**config.mk**
```make
export PLATFORM = sky130hd
export DESIGN_NAME = kwm_min_select
export DESIGN_NICKNAME = d
export VERILOG_FILES = /design/src/rtl/kwm_min_select.sv
export SDC_FILE = /design/constraint.sdc
export NUM_CORES = 1
export LEC_CHECK = 0
export BUFFER_PORTS_ARGS = -buffer_cell sky130_fd_sc_hd__buf_4
export CORE_UTILIZATION = 34
export DETAILED_ROUTE_END_ITERATION = 7
export PLACE_DENSITY = 0.62
export SLEW_MARGIN = 20
export SYNTH_ARGS = -nofsm -noshare
export SYNTH_HDL_FRONTEND = slang
export SYNTH_SLANG_ARGS = --single-unit
```
**constraint.sdc**
```tcl
create_clock -name vclk -period 33.1
set_input_delay 4.965 -clock vclk [all_inputs]
set_output_delay 4.965 -clock vclk [all_outputs]
set_load 0.01 [all_outputs]
```
**src/rtl/kwm_min_select.sv**
```systemverilog
// Least-head selection over the cached list heads, lower index wins ties.
module kwm_min_select #(
    parameter int LISTS      = 8,
    parameter int VALUE_BITS = 32,
    parameter int LIST_BITS  = $clog2(LISTS)
) (
    input  logic [LISTS-1:0][VALUE_BITS-1:0] heads,
    input  logic [LISTS-1:0]                 nonempty,
    output logic                             found,
    output logic [LIST_BITS-1:0]             best_idx,
    output logic [VALUE_BITS-1:0]            best_val
);

    always_comb
    begin
        found    = 1'b0;
        best_idx = '0;
        best_val = '0;
        for (int i = 0; i < LISTS; i++)
        begin
            if (nonempty[i] && (!found || ($signed(heads[i]) < $signed(best_val))))
            begin
                found    = 1'b1;
                best_idx = LIST_BITS'(i);
                best_val = heads[i];
            end
        end
    end

endmodule

```
Word-level counts from Yosys, hierarchy flattened
Cells that the tools add are included.
Word-level totals
  bits in registers: 0
  input bits: 264
  output and inout port bits: 36
Operators by class
  order comparisons: 7
  mux-type cells: 23
  reduce and logical (&&, ||, !) cells: 21
Operators by type and width (count)
  2-to-1 mux 32 bit: 8
  < comparator 32 bit: 7
  2-to-1 mux 3 bit: 6
  2-to-1 mux 1 bit: 9
  logical AND 1 bit: 7
  zero test 1 bit: 7
  logical OR 1 bit: 7

Depth between registers and ports, before layout
  depth after elaboration: 29
  mapped depth: 96

Worst setup path after synthesis
Ideal clock, no wire load.
  kind: input to output
  start point: input nonempty[0]
  end point: output best_val[10]
  data arrival time: 22.370 ns
  data required time: 28.135 ns
  setup slack: 5.765 ns
  cell stages on the path: 95
  cell sequence: buf_2 buf_1 nand2_1 ha_1 nand4_2 nor4_2 nand4_1 a31oi_4 nor2_1 xnor2_1 a21boi_2 buf_4 mux2_1 ha_1 buf_2 nand4_1 nor4_2 a221oi_2 (+59 left out) mux2i_4 ha_1 a21o_1 a21o_1 a21o_1 a21o_1 a21o_1 a21o_1 a21oi_1 nand2_1 o21a_1 mux2_1 o21a_1 nor4b_1 a22oi_2 buf_6 buf_6 mux2i_1
On the way
  longest elaborated chain between the ends: 29
  elaborated cells between the ends (all ways): 43
  classes of those cells: 7 x order compare; 15 x mux; 21 x reduce/logical
RTL lines
  start, declared: RTL line 8  | input logic [LISTS-1:0] nonempty,
  2-to-1 mux 32 bit or 2-to-1 mux 1 bit (tied branches): RTL line 21  | if (nonempty[i] && (!found || ($signed(heads[i]) < $signed(best_val))))
  < comparator 32 bit or zero test 1 bit (tied branches): RTL line 21
  logical OR 1 bit: RTL line 21
  logical AND 1 bit: RTL line 21
  2-to-1 mux 32 bit or 2-to-1 mux 1 bit (tied branches): RTL line 21
  < comparator 32 bit or zero test 1 bit (tied branches): RTL line 21
  logical OR 1 bit: RTL line 21
  logical AND 1 bit: RTL line 21
  (+13 left out)
  < comparator 32 bit or zero test 1 bit (tied branches): RTL line 21
  logical OR 1 bit: RTL line 21
  logical AND 1 bit: RTL line 21
  2-to-1 mux 32 bit or 2-to-1 mux 1 bit (tied branches): RTL line 21
  < comparator 32 bit or zero test 1 bit (tied branches): RTL line 21
  logical OR 1 bit: RTL line 21
  logical AND 1 bit: RTL line 21
  2-to-1 mux 32 bit *: RTL line 21
  end, declared: RTL line 11  | output logic [VALUE_BITS-1:0] best_val
Mark *: on every way between the ends. The rest lies on a longest branch, timed or not.

Worst setup path after layout
  start point: input nonempty[0]
  end point: output best_val[20]
The elaborated chain is that of the path after synthesis.

==> impl_metrics.env <==
export IMPL_hold_class="input port to output port"
export IMPL_synth_most_common_cell="inv_1"
export IMPL_final_util=0.4384
export IMPL_relSlewSlack=0.3922
export IMPL_fp_row_count=61
export IMPL_ys_warn_count=0
export IMPL_wl_mm=29.73
export IMPL_total_power_mw=0.5663
export IMPL_die_area_sq_mm=0.02965
export IMPL_yosysTopAreaCell="ha_1"
export IMPL_ys_seq_area_frac=0
export IMPL_placed_area_sq_mm=0.01234
export IMPL_grt_antenna_before_repair=0
export IMPL_final_area_sq_mm=0.01235
export IMPL_syn_area_sq_mm=0.009849
export IMPL_nFlopsAndLatches=0
export IMPL_max_freq_ghz=0.03168
export IMPL_slowest_delay_ns=0.63
export IMPL_antenna_cells=0
export IMPL_syn_inst=1179
export IMPL_dr_pass1_iters=4
export IMPL_grt_pass1_wl_mm=44.73
export IMPL_hpwl_mm=27.28
export IMPL_fin_crit_sh=0.9536
export IMPL_peakVddDrop_mv=0.02368
export IMPL_hold_viol=0
export IMPL_die_height_um=172.2
export IMPL_hold_path_depth=3
export IMPL_syn_num_nets=1660
export IMPL_arrival_ns=26.60
export IMPL_drv_cap=0
export IMPL_grt_use_total=0.1900
export IMPL_ant_nets=0
export IMPL_end_kind="output port"
export IMPL_powerDensity_mw_per_mm2=45.87
export IMPL_syn_avg_cell_area_sq_um=8.354
export IMPL_setup_viol=0
export IMPL_area_delta_synth_final_pct=25.34
export IMPL_min_from="nonempty[7]"
export IMPL_max_slew_worst_pin_slew_ns=0.9095
export IMPL_cpMostUsedCell="a21o_1"
export IMPL_core_area_sq_mm=0.02816
export IMPL_grt_overflow_total=0
export IMPL_ctsHoldBuffers=0
export IMPL_nClkBuffers=0
export IMPL_synth_top_area_frac=0.2757
export IMPL_status="finished clean"
export IMPL_fin_tns_setup_ns=0
export IMPL_finalCriticalPeriod_ns=31.56
export IMPL_netlist_top_cells_area="ha_1 (28%), mux2_4 (13%), inv_1 (8.7%)"
export IMPL_vias=9040
export IMPL_final_nets=1939
export IMPL_crit_type="input port to output port"
export IMPL_drc=0
export IMPL_slowest_stage="nor4_1"
export IMPL_grt_max_degree=38
export IMPL_wl_per_cell_um=16.21
export IMPL_start_util=0.3497
export IMPL_drv_slew=0
export IMPL_post_drt_via_cell_ratio=4.929
export IMPL_io_buffers=300
export IMPL_drt_initial_drc_count=269
export IMPL_gp_congestion=0.8451
export IMPL_p_leak_nw=6.774
export IMPL_critPathRequiredTime_ns=28.13
export IMPL_regArea_sq_um=0
export IMPL_hold_end="found"
export IMPL_drive_gt1_frac=0.3393
export IMPL_synth_top_cells_by_count="inv_1 (228), ha_1 (217), mux2_4 (87)"
export IMPL_ioPinCount=300
export IMPL_cp_start_kind="input port"
export IMPL_yosysUniqueCellTypes=77
export IMPL_die_w_um=172.2
export IMPL_worstPathMaxFanout=37
export IMPL_grt_pass1_vias=8877
## logic make-up (layout without fill, tap and decap cells)
family / Yosys count / count (layout) / share of synthesized area
AO/OA/AOI/OAI: 237 / 237 / 0.1645
XOR/XNOR: 1 / 1 / 0.0008894
adder cells (fa/ha/maj): 217 / 217 / 0.2757
buffers and inverters: 258 / 535 / 0.1180
multiplexers: 222 / 222 / 0.3125
AND/OR/NAND/NOR: 244 / 244 / 0.1284
## power breakdown
| group | switching, mW | internal, mW | total, mW |
|---|---|---|---|
| sequential | 0 | 0 | 0 |
| clock | 0 | 0 | 0 |
| combinational | 0.276 | 0.290 | 0.566 |
| total | 0.276 | 0.290 | 0.566 |
## metal layers
| metal | part of all wire | wire length, um | track usage |
|---|---|---|---|
| met2 | 0.50 | 14770 | 0.3566 |
| met5 | 0 | 0 | 0 |
| met4 | 0.0076 | 225 | 0.01385 |
| met1 | 0.45 | 13350 | 0.2430 |
| met3 | 0.046 | 1379 | 0.01465 |
## worst max-delay path, delay by kind of cell
kind	cells	cell delay, ns
AND/OR/NAND/NOR	31	7.29
multiplexers	8	2.48
AO/OA/AOI/OAI	28	6.78
buffers and inverters	10	2.39
adder cells (fa/ha/maj)	7	2.39
XOR/XNOR	1	0.17
## cell usage in the layout, fill, tap and decap left out, types with 3 or more instances in the layout
cell,synthesis,final
and4_1,3,3
mux2_4,87,87
o31ai_1,4,4
inv_1,228,228
o211ai_1,9,9
nand3_1,15,15
nor3_1,17,17
o21ai_1,4,4
and2_1,4,4
mux2_2,37,37
nand2b_1,6,6
a21oi_1,64,64
a211o_1,3,3
o21ai_0,49,49
nand2_1,79,79
a31oi_1,4,4
mux2_1,3,3
nor2b_1,10,10
nor4_2,3,3
a211oi_1,12,12
nand4_1,39,39
nor2_1,40,39
mux2i_1,64,64
buf_4,4,307
ha_1,217,217
or3_1,6,6
nor4b_1,3,3
a21o_1,42,42
mux2i_4,29,29
o21a_1,8,8
## area by class of cell
type / instances / area (sq um)
Inverter: 228 / 855.8
Tap cell: 378 / 473.0
Timing Repair Buffer: 307 / 2305
Multi-Input combinational cell: 921 / 8712
Fill cell: 2845 / 15820
## metrics by stage
| stage | hold WS [ns] | std cells | worst slack (ns) |
|---|---|---|---|
| floorplan | 10.05 | 1179 | 5.765 |
| global route | 10.24 | 1834 | -0.0005116 |
| finish | 10.22 | 1834 | 1.536 |
| global placement | 10.22 | 1834 | 1.689 |
| detailed placement | 10.22 | 1834 | 1.270 |
| CTS | 10.22 | 1834 | 1.195 |
## what timing repair did
item	CTS	global route
gates resized for setup	0	1
buffers inserted	0	0
endpoints found under the setup margin	0	31
## worst max-delay path by stage
stage          cells past startpoint  slack (ns)         from           end
2_1_floorplan                     95        5.77  nonempty[0]  best_val[10]
3_3_place_gp                      88        1.69  nonempty[0]  best_val[18]
3_5_place_dp                      86        1.27  nonempty[0]  best_val[18]
4_1_cts                           85        1.20  nonempty[0]  best_val[18]
5_1_grt                           85     -0.0005  nonempty[0]  best_val[20]
6_report                          85        1.54  nonempty[0]  best_val[20]
(Power assumes the default switching activity.)
